### src/sv/hrma_pkg.sv
// ----------------------------------------------------------------------------
// hrma_pkg
// Shared types and constants for the heart-rate moving average block:
// controller states, command and status groups, divider widths.
// ----------------------------------------------------------------------------
package hrma_pkg;

    // Payload and register widths
    localparam int unsigned INTERVAL_W = 16;
    localparam int unsigned PERIOD_W   = 10;
    localparam int unsigned RATE_W     = 16;
    localparam int unsigned PROD_W     = INTERVAL_W + PERIOD_W;

    // Divider widths: numerator 1200000 + 11*d < 2^30, denominator 20*d < 2^31
    localparam int unsigned NUM_W     = 30;
    localparam int unsigned DEN_W     = 31;
    localparam int unsigned DIV_CNT_W = 5;

    localparam logic [PERIOD_W-1:0] PERIOD_RESET  = 10'd10;
    localparam logic [RATE_W-1:0]   RATE_MAX      = 16'd60000;
    localparam logic [NUM_W-1:0]    RATE_NUM_BASE = 30'd1200000;

    typedef enum logic [2:0] {
        ST_IDLE,
        ST_MUL,
        ST_RATE_GO,
        ST_RATE_DIV,
        ST_UPDATE,
        ST_FINISH
    } hrma_state_t;

    typedef struct packed {
        logic load_in;
        logic mul;
        logic div_start;
        logic update;
        logic out_load;
    } hrma_cmd_t;

    typedef struct packed {
        logic div_done;
    } hrma_sts_t;

endpackage

### src/sv/hrma_div.sv
// ----------------------------------------------------------------------------
// hrma_div
// Restoring radix-2 divider, one quotient bit per cycle. Computes the
// rounded beat rate.
// ----------------------------------------------------------------------------
module hrma_div
(
    input  logic                          clk,
    input  logic                          rst_n,
    input  logic                          start,
    input  logic [hrma_pkg::NUM_W-1:0]    num,
    input  logic [hrma_pkg::DEN_W-1:0]    den,
    output logic [hrma_pkg::NUM_W-1:0]    quo,
    output logic                          done
);

    logic [hrma_pkg::DIV_CNT_W-1:0] cnt_reg, cnt_next;
    logic                           done_reg, done_next;
    logic [hrma_pkg::NUM_W-1:0]     quo_reg, quo_next;
    logic [hrma_pkg::DEN_W-1:0]     rem_reg, rem_next;
    logic [hrma_pkg::DEN_W:0]       trial;
    logic                           ge;

    // One restoring step: shift in the next numerator bit, subtract if it fits
    always_comb
    begin
        trial = {rem_reg, quo_reg[hrma_pkg::NUM_W-1]};
        ge    = (trial >= {1'b0, den});
    end

    always_comb
    begin
        cnt_next  = cnt_reg;
        quo_next  = quo_reg;
        rem_next  = rem_reg;
        done_next = 1'b0;
        if (start)
        begin
            cnt_next = hrma_pkg::DIV_CNT_W'(hrma_pkg::NUM_W);
            quo_next = num;
            rem_next = '0;
        end
        else if (cnt_reg != '0)
        begin
            cnt_next  = cnt_reg - 1'b1;
            quo_next  = {quo_reg[hrma_pkg::NUM_W-2:0], ge};
            rem_next  = ge ? hrma_pkg::DEN_W'(trial - {1'b0, den})
                           : trial[hrma_pkg::DEN_W-1:0];
            done_next = (cnt_reg == hrma_pkg::DIV_CNT_W'(1));
        end
    end

    // Hold iteration count and completion flag
    always_ff @(posedge clk or negedge rst_n)
    begin
        if (!rst_n)
        begin
            cnt_reg  <= '0;
            done_reg <= 1'b0;
        end
        else
        begin
            cnt_reg  <= cnt_next;
            done_reg <= done_next;
        end
    end

    // Advance partial remainder and quotient
    always_ff @(posedge clk)
    begin
        quo_reg <= quo_next;
        rem_reg <= rem_next;
    end

    assign quo  = quo_reg;
    assign done = done_reg;

    // Done is a single-cycle pulse
    a_done_pulse : assert property (@(posedge clk) disable iff (!rst_n)
        done_reg |=> !done_reg)
        else $error("divider done held for more than one cycle");

    // No restart while a division is in flight
    a_no_restart : assert property (@(posedge clk) disable iff (!rst_n)
        start |-> (cnt_reg == '0))
        else $error("divider started while busy");

endmodule

### src/sv/hrma_dp.sv
// ----------------------------------------------------------------------------
// hrma_dp
// Datapath: period register, interval product, rate numerator/denominator,
// serial rate divider, rate ring with running total, reciprocal-multiply
// mean and the output register.
// ----------------------------------------------------------------------------
module hrma_dp
#(
    parameter int unsigned WINDOW_SIZE = 8
)
(
    input  logic                                clk,
    input  logic                                rst_n,
    input  logic                                cfg_we,
    input  logic [hrma_pkg::PERIOD_W-1:0]       cfg_wdata,
    input  logic [hrma_pkg::INTERVAL_W-1:0]     interval_samples,
    input  hrma_pkg::hrma_cmd_t                 cmd,
    output hrma_pkg::hrma_sts_t                 sts,
    output logic [hrma_pkg::RATE_W-1:0]         avg_bpm,
    output logic                                zero_interval
);

    localparam int unsigned SLOT_W  = (WINDOW_SIZE > 1) ? $clog2(WINDOW_SIZE) : 1;
    localparam int unsigned TOTAL_W = hrma_pkg::RATE_W + $clog2(WINDOW_SIZE);
    localparam logic [SLOT_W-1:0] SLOT_LAST = SLOT_W'(WINDOW_SIZE - 1);
    localparam logic [TOTAL_W:0]  TOTAL_MAX = (TOTAL_W + 1)'(WINDOW_SIZE * 60000);

    // Scaled reciprocal of the window: floor(total * K / 2^MEAN_SH) is the
    // exact floor of total / WINDOW_SIZE for every total below 2^TOTAL_W
    localparam int unsigned     MEAN_SH    = TOTAL_W + $clog2(WINDOW_SIZE);
    localparam int unsigned     MEAN_K_W   = TOTAL_W + 1;
    localparam longint unsigned MEAN_K_VAL =
        ((64'd1 << MEAN_SH) + WINDOW_SIZE - 1) / WINDOW_SIZE;
    localparam logic [MEAN_K_W-1:0] MEAN_K = MEAN_K_W'(MEAN_K_VAL);

    logic [hrma_pkg::PERIOD_W-1:0]   period_reg;
    logic [hrma_pkg::INTERVAL_W-1:0] interval_reg;
    logic [hrma_pkg::PROD_W-1:0]     prod_reg;
    logic                            zero_reg;
    logic [SLOT_W-1:0]               slot_reg, slot_next;
    logic [TOTAL_W-1:0]              total_reg, total_next;
    logic [WINDOW_SIZE-1:0]          vld_reg;
    logic [hrma_pkg::RATE_W-1:0]     old_rate_reg;
    logic [hrma_pkg::RATE_W-1:0]     avg_reg;
    logic                            zero_out_reg;
    logic [hrma_pkg::RATE_W-1:0]     ring_mem [WINDOW_SIZE];

    logic [hrma_pkg::NUM_W-1:0]      rate_num;
    logic [hrma_pkg::DEN_W-1:0]      rate_den;
    logic [hrma_pkg::NUM_W-1:0]      div_quo;
    logic                            div_done;
    logic [hrma_pkg::RATE_W-1:0]     rate;
    logic [TOTAL_W+MEAN_K_W-1:0]     mean_prod;
    logic [hrma_pkg::RATE_W-1:0]     mean;

    // Sample period register
    always_ff @(posedge clk or negedge rst_n)
    begin
        if (!rst_n)
            period_reg <= hrma_pkg::PERIOD_RESET;
        else if (cfg_we)
            period_reg <= cfg_wdata;
    end

    // Capture the interval, fetch the oldest ring entry, form the product
    always_ff @(posedge clk)
    begin
        if (cmd.load_in)
        begin
            interval_reg <= interval_samples;
            old_rate_reg <= vld_reg[slot_reg] ? ring_mem[slot_reg] : '0;
        end
        if (cmd.mul)
        begin
            prod_reg <= interval_reg * period_reg;
            zero_reg <= (interval_reg == '0);
        end
    end

    // Numerator 1200000 + 11*d and denominator 20*d by shift-and-add
    always_comb
    begin
        rate_num = hrma_pkg::RATE_NUM_BASE
                 + (hrma_pkg::NUM_W'(prod_reg) << 3)
                 + (hrma_pkg::NUM_W'(prod_reg) << 1)
                 + hrma_pkg::NUM_W'(prod_reg);
        rate_den = (hrma_pkg::DEN_W'(prod_reg) << 4)
                 + (hrma_pkg::DEN_W'(prod_reg) << 2);
    end

    hrma_div u_div
    (
        .clk   (clk),
        .rst_n (rst_n),
        .start (cmd.div_start),
        .num   (rate_num),
        .den   (rate_den),
        .quo   (div_quo),
        .done  (div_done)
    );

    assign sts.div_done = div_done;

    // Clamp the rate; a zero product divides by zero and clamps to the maximum
    always_comb
    begin
        if (div_quo > hrma_pkg::NUM_W'(hrma_pkg::RATE_MAX))
            rate = hrma_pkg::RATE_MAX;
        else
            rate = div_quo[hrma_pkg::RATE_W-1:0];
    end

    // Running total and write slot
    always_comb
    begin
        total_next = total_reg;
        slot_next  = slot_reg;
        if (cmd.update)
        begin
            total_next = total_reg - TOTAL_W'(old_rate_reg) + TOTAL_W'(rate);
            slot_next  = (slot_reg == SLOT_LAST) ? '0 : slot_reg + 1'b1;
        end
    end

    always_ff @(posedge clk or negedge rst_n)
    begin
        if (!rst_n)
        begin
            total_reg <= '0;
            slot_reg  <= '0;
            vld_reg   <= '0;
        end
        else
        begin
            total_reg <= total_next;
            slot_reg  <= slot_next;
            if (cmd.update)
                vld_reg[slot_reg] <= 1'b1;
        end
    end

    // Ring store write
    always_ff @(posedge clk)
    begin
        if (cmd.update)
            ring_mem[slot_reg] <= rate;
    end

    // Truncated mean: multiply by the reciprocal, drop the fraction bits
    always_comb
    begin
        mean_prod = total_reg * MEAN_K;
        mean      = hrma_pkg::RATE_W'(mean_prod >> MEAN_SH);
    end

    // Output register, loaded with the mean of the updated ring
    always_ff @(posedge clk)
    begin
        if (cmd.out_load)
        begin
            avg_reg      <= mean;
            zero_out_reg <= zero_reg;
        end
    end

    assign avg_bpm       = avg_reg;
    assign zero_interval = zero_out_reg;

    // Running total never exceeds a full window of maximum rates
    a_total_bound : assert property (@(posedge clk) disable iff (!rst_n)
        ({1'b0, total_reg} <= TOTAL_MAX))
        else $error("ring total out of range");

endmodule

### src/sv/hrma_ctrl.sv
// ----------------------------------------------------------------------------
// hrma_ctrl
// Controller: sequences capture, multiply, rate division, ring update
// and output load; owns both handshakes.
// ----------------------------------------------------------------------------
module hrma_ctrl
(
    input  logic                    clk,
    input  logic                    rst_n,
    input  logic                    in_valid,
    output logic                    in_stall,
    output logic                    out_valid,
    input  logic                    out_stall,
    input  hrma_pkg::hrma_sts_t     sts,
    output hrma_pkg::hrma_cmd_t     cmd
);

    hrma_pkg::hrma_state_t state_reg, state_next;
    logic                  out_valid_reg, out_valid_next;
    logic                  out_free;

    assign out_free = !out_valid_reg || !out_stall;

    // Next state
    always_comb
    begin
        state_next = state_reg;
        case (state_reg)
            hrma_pkg::ST_IDLE:
                if (in_valid)
                    state_next = hrma_pkg::ST_MUL;
            hrma_pkg::ST_MUL:
                state_next = hrma_pkg::ST_RATE_GO;
            hrma_pkg::ST_RATE_GO:
                state_next = hrma_pkg::ST_RATE_DIV;
            hrma_pkg::ST_RATE_DIV:
                if (sts.div_done)
                    state_next = hrma_pkg::ST_UPDATE;
            hrma_pkg::ST_UPDATE:
                state_next = hrma_pkg::ST_FINISH;
            hrma_pkg::ST_FINISH:
                if (out_free)
                    state_next = hrma_pkg::ST_IDLE;
            default:
                state_next = hrma_pkg::ST_IDLE;
        endcase
    end

    // Outputs
    always_comb
    begin
        cmd      = '0;
        in_stall = 1'b1;
        case (state_reg)
            hrma_pkg::ST_IDLE:
            begin
                in_stall    = 1'b0;
                cmd.load_in = in_valid;
            end
            hrma_pkg::ST_MUL:
                cmd.mul = 1'b1;
            hrma_pkg::ST_RATE_GO:
                cmd.div_start = 1'b1;
            hrma_pkg::ST_UPDATE:
                cmd.update = 1'b1;
            hrma_pkg::ST_FINISH:
                cmd.out_load = out_free;
            default:
                cmd = '0;
        endcase
    end

    // Hold a result until its transfer, load a new one when the slot frees
    always_comb
    begin
        out_valid_next = out_valid_reg && out_stall;
        if (cmd.out_load)
            out_valid_next = 1'b1;
    end

    always_ff @(posedge clk or negedge rst_n)
    begin
        if (!rst_n)
        begin
            state_reg     <= hrma_pkg::ST_IDLE;
            out_valid_reg <= 1'b0;
        end
        else
        begin
            state_reg     <= state_next;
            out_valid_reg <= out_valid_next;
        end
    end

    assign out_valid = out_valid_reg;

    // An input transfer always starts the multiply step
    a_accept_mul : assert property (@(posedge clk) disable iff (!rst_n)
        (in_valid && !in_stall) |=> (state_reg == hrma_pkg::ST_MUL))
        else $error("input transfer did not start processing");

    // A result is never loaded over one still waiting
    a_no_overwrite : assert property (@(posedge clk) disable iff (!rst_n)
        cmd.out_load |-> (!out_valid_reg || !out_stall))
        else $error("output register overwritten");

endmodule

### src/sv/heart_rate_moving_average.sv
// ----------------------------------------------------------------------------
// heart_rate_moving_average
// Turns beat intervals into rounded beats per minute and outputs the
// truncated mean of the last WINDOW_SIZE rates.
//
//   Channel  Direction  Handshake            Payload
//   input    in         in_valid / in_stall  interval_samples[15:0]
//   output   out        out_valid/out_stall  avg_bpm[15:0], zero_interval
//   config   in         cfg_we               cfg_wdata[9:0] (sample period)
//
// An item passes from input transfer through the multiply step, the serial
// rate divider, the ring update and the output load step; the mean is a
// constant reciprocal multiply in the output load step.
// One item is in work at a time; a stalled result holds the next item in
// its final step.
// Reset clears the ring through per-entry valid bits; no clearing pass.
// ----------------------------------------------------------------------------
module heart_rate_moving_average
#(
    parameter int unsigned WINDOW_SIZE = 8
)
(
    input  logic        clk,
    input  logic        rst_n,
    input  logic        cfg_we,
    input  logic [9:0]  cfg_wdata,
    input  logic        in_valid,
    output logic        in_stall,
    input  logic [15:0] interval_samples,
    output logic        out_valid,
    input  logic        out_stall,
    output logic [15:0] avg_bpm,
    output logic        zero_interval
);

    hrma_pkg::hrma_cmd_t cmd;
    hrma_pkg::hrma_sts_t sts;

    hrma_ctrl u_ctrl
    (
        .clk       (clk),
        .rst_n     (rst_n),
        .in_valid  (in_valid),
        .in_stall  (in_stall),
        .out_valid (out_valid),
        .out_stall (out_stall),
        .sts       (sts),
        .cmd       (cmd)
    );

    hrma_dp #(
        .WINDOW_SIZE (WINDOW_SIZE)
    ) u_dp
    (
        .clk              (clk),
        .rst_n            (rst_n),
        .cfg_we           (cfg_we),
        .cfg_wdata        (cfg_wdata),
        .interval_samples (interval_samples),
        .cmd              (cmd),
        .sts              (sts),
        .avg_bpm          (avg_bpm),
        .zero_interval    (zero_interval)
    );

endmodule

### config.mk
export PLATFORM = sky130hd
export DESIGN_NAME = heart_rate_moving_average
export DESIGN_NICKNAME = d
export VERILOG_FILES = /design/src/sv/hrma_pkg.sv /design/src/sv/hrma_div.sv /design/src/sv/hrma_dp.sv /design/src/sv/hrma_ctrl.sv /design/src/sv/heart_rate_moving_average.sv
export SDC_FILE = /design/constraint.sdc
export NUM_CORES = 1
export LEC_CHECK = 0
export BUFFER_PORTS_ARGS = -buffer_cell sky130_fd_sc_hd__clkbuf_2
export CORE_ASPECT_RATIO = 1.25
export CORE_MARGIN = 2
export CORE_UTILIZATION = 39
export CTS_BUF_LIST = sky130_fd_sc_hd__clkbuf_8
export DETAILED_ROUTE_END_ITERATION = 12
export GPL_TIMING_DRIVEN = 0
export SKIP_LAST_GASP = 1
export SLEW_MARGIN = 20
export SYNTH_ARGS = -nofsm -noshare
export SYNTH_HDL_FRONTEND = slang
export SYNTH_HIERARCHICAL = 1
export SYNTH_SLANG_ARGS = --single-unit
### constraint.sdc
create_clock -name clk -period 10.9 [get_ports clk]
set_clock_uncertainty 0.05 [all_clocks]
set_input_delay 1.635 -clock clk [delete_from_list [all_inputs] [get_ports clk]]
set_output_delay 1.635 -clock clk [all_outputs]
set_load 0.005 [all_outputs]
==> metrics.md, run 1 <==
| Metric | Value |
|---|---|
| Worst r2r src | u_dp/period_reg[3] |
| VDD IR max | 0.000162 V |
| Clock Latency Late Sink | 680 ps |
| Post-CTS setup buffers | 0 |
| Chip width | 225 µm |
| Core Area | 60500 µm² |
| CP delay by family, top | adder cells |
| # DRC | 0 |
| Slowest cell on the critical path | o21ai_0 |
| CP Max Fanout | 10 |
| Final weighted congestion in routability-driven placement | 0.896 |
| Layout fillers | 5707 |
| Cell mode on critical path | fa_1 |
| Synth warn | 6 |
| DRT Wirelength | 58.0 mm |
| First-pass GRT wire length | 93.8 mm |
| Port Buf Inserts | 48 |
| Setup tns final | 0 ps |
| Die H | 280 µm |
| Std cell rows | 101 |
| Placed wire-length estimate | 45.4 mm |
| Synth top area share | 0.296 |
| #FFs+latches synth | 315 |
| Initial Util | 0.393 |
| DR pass1 iterations | 5 |
| Via/cell ratio | 5.30 |
| Largest net degree at the start of global routing | 41 |
| Tcrit/Tclk final | 0.620 |
| WP buf/inv | 5 |
| Slew HR | 0.435 |
| Number of cells on the critical path | 17 |
| Worst Hold Class | reg2reg |
| Routed wire per std cell | 18.2 µm |
| Clock buffer depth | 3 |
| Post-synthesis cell count | 2254 |
| Resized cells post-CTS | 0 |
| Final layout net count | 2750 |
| Fin area | 26200 µm² |
| Vias after detailed routing | 16900 |
| DP Area | 25200 µm² |
| Share of cells above drive strength 1 | 0.114 |
| Endpoints failing setup | 0 |
| Clock slew at reported path FFs | 60 ps |
| Post-synth EDFFs | 234 |
| Static leakage | 11.1 nW |
| Seq/Total Area, Yosys | 0.375 |
| Worst-Margin Slew | 823 ps |
| Cell taking the most area after synthesis | edfxtp_1 |
| Max FFs per register | 128 |
| Cell depth of the worst flop-to-flop path | 17 |
| WP data required | 11240 ps |
| Data arrival time of the worst path | 7100 ps |
| Flop2flop setup slack | 4150 ps |
| CTS Buf Count | 52 |
| Final cell count without fillers | 3189 |
| Antenna Nets Post-Route | 0 |
| Area growth syn-to-layout | 10.3% |
| Fmax | 148 MHz |
| Ranking of synthesized cells by area | edfxtp_1 30%, fa_1 13%, ha_1 10%, dfrtp_1 5.1%, inv_1 4.3% |
| RSZ-0062 raised after global routing | false |
| Final worst setup slack | 4150 ps |
| CTS Root Buffer Type | clkbuf_8 |
| PwrDens | 315 nW/µm² |
| Clock H-tree levels | 2 |
| CTS tree | yes |
| Crit end category | register |
| Slowest cell delay on critical path | 600 ps |
| I/O Pins | 50 |
| Synth Flop Type | edfxtp_1 |
| CP cell instances | clkbuf_1 -> clkbuf_1 -> nand2_1 -> fa_1 -> inv_1 -> fa_1 -> fa_1 -> fa_1 -> inv_1 -> fa_1 -> inv_1 -> ha_1 -> a2111o_1 -> o21ai_0 -> nand3_1 -> a221oi_1 -> xnor2_1 |
| Critical Path End | u_dp/prod_reg[18] |
| Critical path origin | u_dp/period_reg[3] |
| Gr usage total | 0.188 |
| Pre-CTS WS | 4260 ps |
| Initial DRC count | 942 |
| Initial antenna violation count | 2 |
| Status | completed |
| Number of global-route vias before repair | 17900 |
| Syn avg cell area | 10.5 µm² |
| Placed Cells incl. Taps | 3091 |
| End of the worst register-to-register path | u_dp/prod_reg[18] |
| Worst hold slack | 390 ps |
| Post-synth ARST share | 0.159 |
| Final Hold Viols | 0 |
| Library cells used by synthesis | 86 |
| Die area | 62900 µm² |
| Hold_buf cts | 0 |
| Clock sinks | 315 |
| Post-route minimum period | 6750 ps |
| Startpoint types | register |
| Max cap viols | 0 |
| Slew Limit Fails | 0 |
| Synthesized area | 23800 µm² |
| CP Class | reg2reg |
| Gr ovfl total | 0 |
## area by class of cell
type	count	area (µm²)	share of cell area
inverters	273	1020	0.0391
multi-input cells	1582	13500	0.516
clock buffers	54	743	0.0284
plain buffers	86	362	0.0138
well taps	772	966	0.0369
clock inverters	43	240	0.00917
flip-flops and latches	315	8900	0.340
diodes	1	2.50	0.0000955
repair buffers	63	437	0.0167
## metrics by stage
step,util,total power [mW]
finish,0.433,8.25
global route,0.433,9.05
CTS,0.433,8.28
detailed placement,0.417,7.21
global placement,0.413,7.11
floorplan,-,5.97
## cell usage after synthesis (all sizes together) (18+ instances only)
cell	instances
clkbuf	65
nand3	23
fa	152
nor2	122
nor3	24
a21o	44
a211oi	26
xor2	33
mux4	34
nor2b	19
inv	273
xnor2	72
dfxtp	31
o21ai	89
mux2	44
o31ai	18
a21oi	142
ha	194
and2	88
o21a	18
nand2	241
dfrtp	48
edfxtp	234
buf	21
## cell usage in the layout (no fill, tap or decap), types with 23 or more instances in the layout
cell type / count
a21oi_1: 138
mux4_2: 34
clkbuf_1: 64
xor2_1: 33
edfxtp_1: 234
xnor2_1: 72
clkbuf_2: 48
nor2_1: 115
dfrtp_1: 48
o21ai_0: 85
a211oi_1: 25
mux2_2: 44
dfxtp_1: 31
and2_1: 87
clkbuf_8: 54
nand2_1: 241
inv_1: 291
nand3_1: 23
fa_1: 152
a21o_1: 44
ha_1: 194
## power by group
part / switching, mW / leakage (nW) / internal (mW)
Combinational: 3.17 / 7.61 / 2.29
Sequential: 0.183 / 2.91 / 1.60
Clock: 0.515 / 0.580 / 0.492
Total: 3.87 / 11.1 / 4.38
## per-layer routing
layer  vias up  share of wire  GRT usage
li1       8075              -          -
met1      8328           0.41      0.225
met2       387           0.51      0.335
met3       126          0.044     0.0316
met4         0          0.038     0.0779
met5         -              0          0
## logic make-up (layout without fill, tap and decap cells)
group | Yosys count | in the layout | share of synthesized area
multiplexers | 86 | 86 | 0.0564
buffers and inverters | 359 | 519 | 0.0583
adder cells (fa/ha/maj) | 346 | 346 | 0.230
AO/OA/AOI/OAI | 436 | 436 | 0.120
flip-flops | 315 | 315 | 0.375
AND/OR/NAND/NOR | 606 | 606 | 0.122
XOR/XNOR | 105 | 105 | 0.0387
other | 1 | 4 | 0.000158
## worst min path at each step
stage | from | end | slack, ps | cells past startpoint
after floorplan | u_dp/zero_reg | u_dp/zero_interval | 350 | 0
after global routing | u_dp/total_reg[7] | u_dp/avg_bpm[4] | 410 | 0
after CTS | u_dp/total_reg[12] | u_dp/avg_bpm[9] | 390 | 0
final | u_dp/total_reg[12] | u_dp/avg_bpm[9] | 390 | 0
after detailed placement | u_dp/total_reg[12] | u_dp/avg_bpm[9] | 380 | 0
after global placement | u_dp/total_reg[14] | u_dp/avg_bpm[11] | 390 | 0
Power figures use the tool's default switching activity.
==> run 2: changes to the inputs <==
==> constraint.sdc (replaced) <==
create_clock -name clk -period 6.13 [get_ports clk]
set_clock_uncertainty 0.05 [all_clocks]
set_input_delay 0.9195 -clock clk [delete_from_list [all_inputs] [get_ports clk]]
set_output_delay 0.9195 -clock clk [all_outputs]
set_load 0.005 [all_outputs]
==> run 2 against run 1 <==
Against the previous run:
- routed wire length shrank 0.11%
- flip-flop and latch count unchanged
- final area hardly changed
- via count is 0.53% lower
- cell count fell by 0.44%
- worst setup slack worse by 3800 ps
- die area is the same
- sequential power grew 78%
- global-route usage hardly changed
- largest cell class unchanged
- largest power group unchanged
==> metrics.md, run 2 (synthesized netlist as in run 1, its figures left out) <==
| Metric | Value |
|---|---|
| Max FFs per register | 128 (unchanged) |
| Endpoints failing setup | 0 (unchanged) |
| RSZ-0062 raised after global routing | true |
| First-pass GRT wire length | 93.6 mm (-0.13%) |
| Worst Hold Class | in2async |
| Post-route minimum period | 5820 ps (-934 ps) |
| Share of power burned in combinational logic | 0.661 (about the same) |
| Die H | 280 µm (unchanged) |
| Layout fillers | 5703 (-0.070%) |
| CTS Buf Count | 52 (unchanged) |
| Initial Util | 0.393 (unchanged) |
| Final Hold Viols | 0 (unchanged) |
| Max cap viols | 0 (unchanged) |
| Final weighted congestion in routability-driven placement | 0.896 (unchanged) |
| Startpoint types | register |
| Die area | 62900 µm² (unchanged) |
| Clock power share | 0.122 (about the same) |
| Final Util | 0.433 (about the same) |
| Core Area | 60500 µm² (unchanged) |
| Flop2flop setup slack | 310 ps (-3840 ps) |
| Sequential power share | 0.217 (about the same) |
| Initial antenna violation count | 2 (unchanged) |
| Gr usage total | 0.188 (-0.000273) |
| Clock Latency Late Sink | 680 ps (about the same) |
| Static leakage | 11.0 nW (-1.1%) |
| Antenna Nets Post-Route | 0 (unchanged) |
| CP Max Fanout | 10 (unchanged) |
| Initial DRC count | 920 (-2.3%) |
| Cell depth of the worst flop-to-flop path | 19 (+2) |
| Slew HR | 0.423 (-0.0125) |
| Pre-CTS WS | -508 ps (-4770 ps) |
| Final layout net count | 2736 (-0.51%) |
| DR pass1 iterations | 5 (unchanged) |
| I/O Pins | 50 (unchanged) |
| Data arrival time of the worst path | 6180 ps (-920 ps) |
| Most frequent cells in the layout | 291 x inv_1, 241 x nand2_1, 234 x edfxtp_1 |
| Share of cells above drive strength 1 | 0.122 (+0.00816) |
| Fmax | 172 MHz (+16%) |
| Final worst setup slack | 309 ps (-3840 ps) |
| Power Total | 14.7 mW (+78%) |
| Clock sinks | 315 (unchanged) |
| CP Class | reg2reg |
| CTS Root Buffer Type | clkbuf_8 |
| Number of global-route vias before repair | 17900 (-0.13%) |
| Placed wire-length estimate | 45.4 mm (unchanged) |
| NetSw | 6.90 mW (+79%) |
| Port Buf Inserts | 48 (unchanged) |
| Tcrit/Tclk final | 0.950 (+0.330) |
| WP data required | 6490 ps (-4750 ps) |
| Slew Limit Fails | 0 (unchanged) |
| Routed wire per std cell | 18.3 µm (+0.34%) |
| Worst r2r src | u_dp/period_reg[2] |
| Sw frac | 0.469 (+0.000669) |
| VDD IR max | 0.000291 V (+80%) |
| DP Area | 25200 µm² (unchanged) |
| Area growth syn-to-layout | 10.2% (about the same) |
| CTS tree | yes |
| End of the worst register-to-register path | u_dp/prod_reg[25] |
| Crit end category | register |
| Fin area | 26200 µm² (about the same) |
| Worst-Margin Slew | 841 ps (+18.2 ps) |
| # DRC | 0 (unchanged) |
| Internal Power | 7.80 mW (+78%) |
| PwrDens | 561 nW/µm² (+78%) |
| Clock H-tree levels | 2 (unchanged) |
| Largest net degree at the start of global routing | 41 (unchanged) |
| Chip width | 225 µm (unchanged) |
| Status | completed |
| Critical path origin | u_dp/period_reg[2] |
| Gr ovfl total | 0 (unchanged) |
| Vias after detailed routing | 16800 (-0.53%) |
| Via/cell ratio | 5.30 (about the same) |
| Most common cell after layout, fill and taps aside | inv_1 |
| Std cell rows | 101 (unchanged) |
| DRT Wirelength | 58.0 mm (-0.11%) |
| Clock buffer depth | 3 (unchanged) |
| Clock slew at reported path FFs | 60 ps (about the same) |
## run 2: what timing repair did
action / in CTS / in global routing
endpoints found under the setup margin: 13 / 10
hold buffers: 0 / 0
resized for setup: 7 / 18
setup buffers: 0 / 3
## run 2: worst max path at each step
| stage | to | slack [ps] | cells after the start |
|---|---|---|---|
| finish | u_dp/prod_reg[25] | 310 | 19 |
| global route | u_dp/prod_reg[25] | -60 | 18 |
| CTS | u_dp/prod_reg[25] | 20 | 19 |
| detailed placement | u_dp/prod_reg[18] | -510 | 17 |
| global placement | u_dp/prod_reg[18] | -500 | 17 |
| floorplan | u_dp/prod_reg[25] | 370 | 20 |
## run 2: layer usage
layer / share of wire / up-vias / global-route usage
met5: 0 / - / 0
met4: 0.037 / 0 / 0.0779
met3: 0.043 / 115 / 0.0316
met2: 0.51 / 346 / 0.335
met1: 0.41 / 8326 / 0.225
li1: - / 8040 / -
## run 2: stage by stage
| step | cells | TNS, ps | hold slack [ps] |
|---|---|---|---|
| after CTS | 3184 | 0 | 27.3 |
| after detailed placement | 3091 | -3460 | 383 |
| final | 3175 | 0 | 83.6 |
| after global routing | 3175 | -56.3 | 42.6 |
| after floorplan | 2256 | 0 | 350 |
| after global placement | 3076 | -3040 | 387 |
## run 2: area by class of cell
cell class / count / area (µm²) / share of cell area
sequential: 315 / 8910 / 0.340
inverter: 273 / 1020 / 0.0391
antenna: 1 / 2.50 / 0.0000956
multi-input combinational: 1582 / 13500 / 0.517
clock inverter: 43 / 240 / 0.00917
tap: 772 / 966 / 0.0369
timing repair buffer: 66 / 459 / 0.0175
buffer: 69 / 313 / 0.0119
clock buffer: 54 / 743 / 0.0284
## run 2: power groups by stage
| stage | Combinational (mW) | Clock (mW) | Sequential, mW |
|---|---|---|---|
| 2_1_floorplan | 7.53 | 0 | 3.08 |
| 3_3_place_gp | 9.44 | 0 | 3.21 |
| 3_5_place_dp | 9.60 | 0 | 3.22 |
| 4_1_cts | 9.67 | 1.86 | 3.19 |
| 5_1_grt | 10.9 | 1.94 | 3.24 |
| 6_report | 9.72 | 1.79 | 3.19 |
## run 2: critical path, stage by stage (launching register included)
cell and delay (ps):
dfrtp_2 500, clkbuf_2 280, nand2_1 120, fa_1 530, inv_1 50, fa_1 530
fa_1 440, fa_1 540, inv_1 50, fa_1 520, inv_1 40, ha_1 360
a21o_1 190, a21oi_2 200, o21ai_0 200, a211oi_1 270, o21bai_1 170, nor4_1 330
a221o_1 150, nor2_1 40
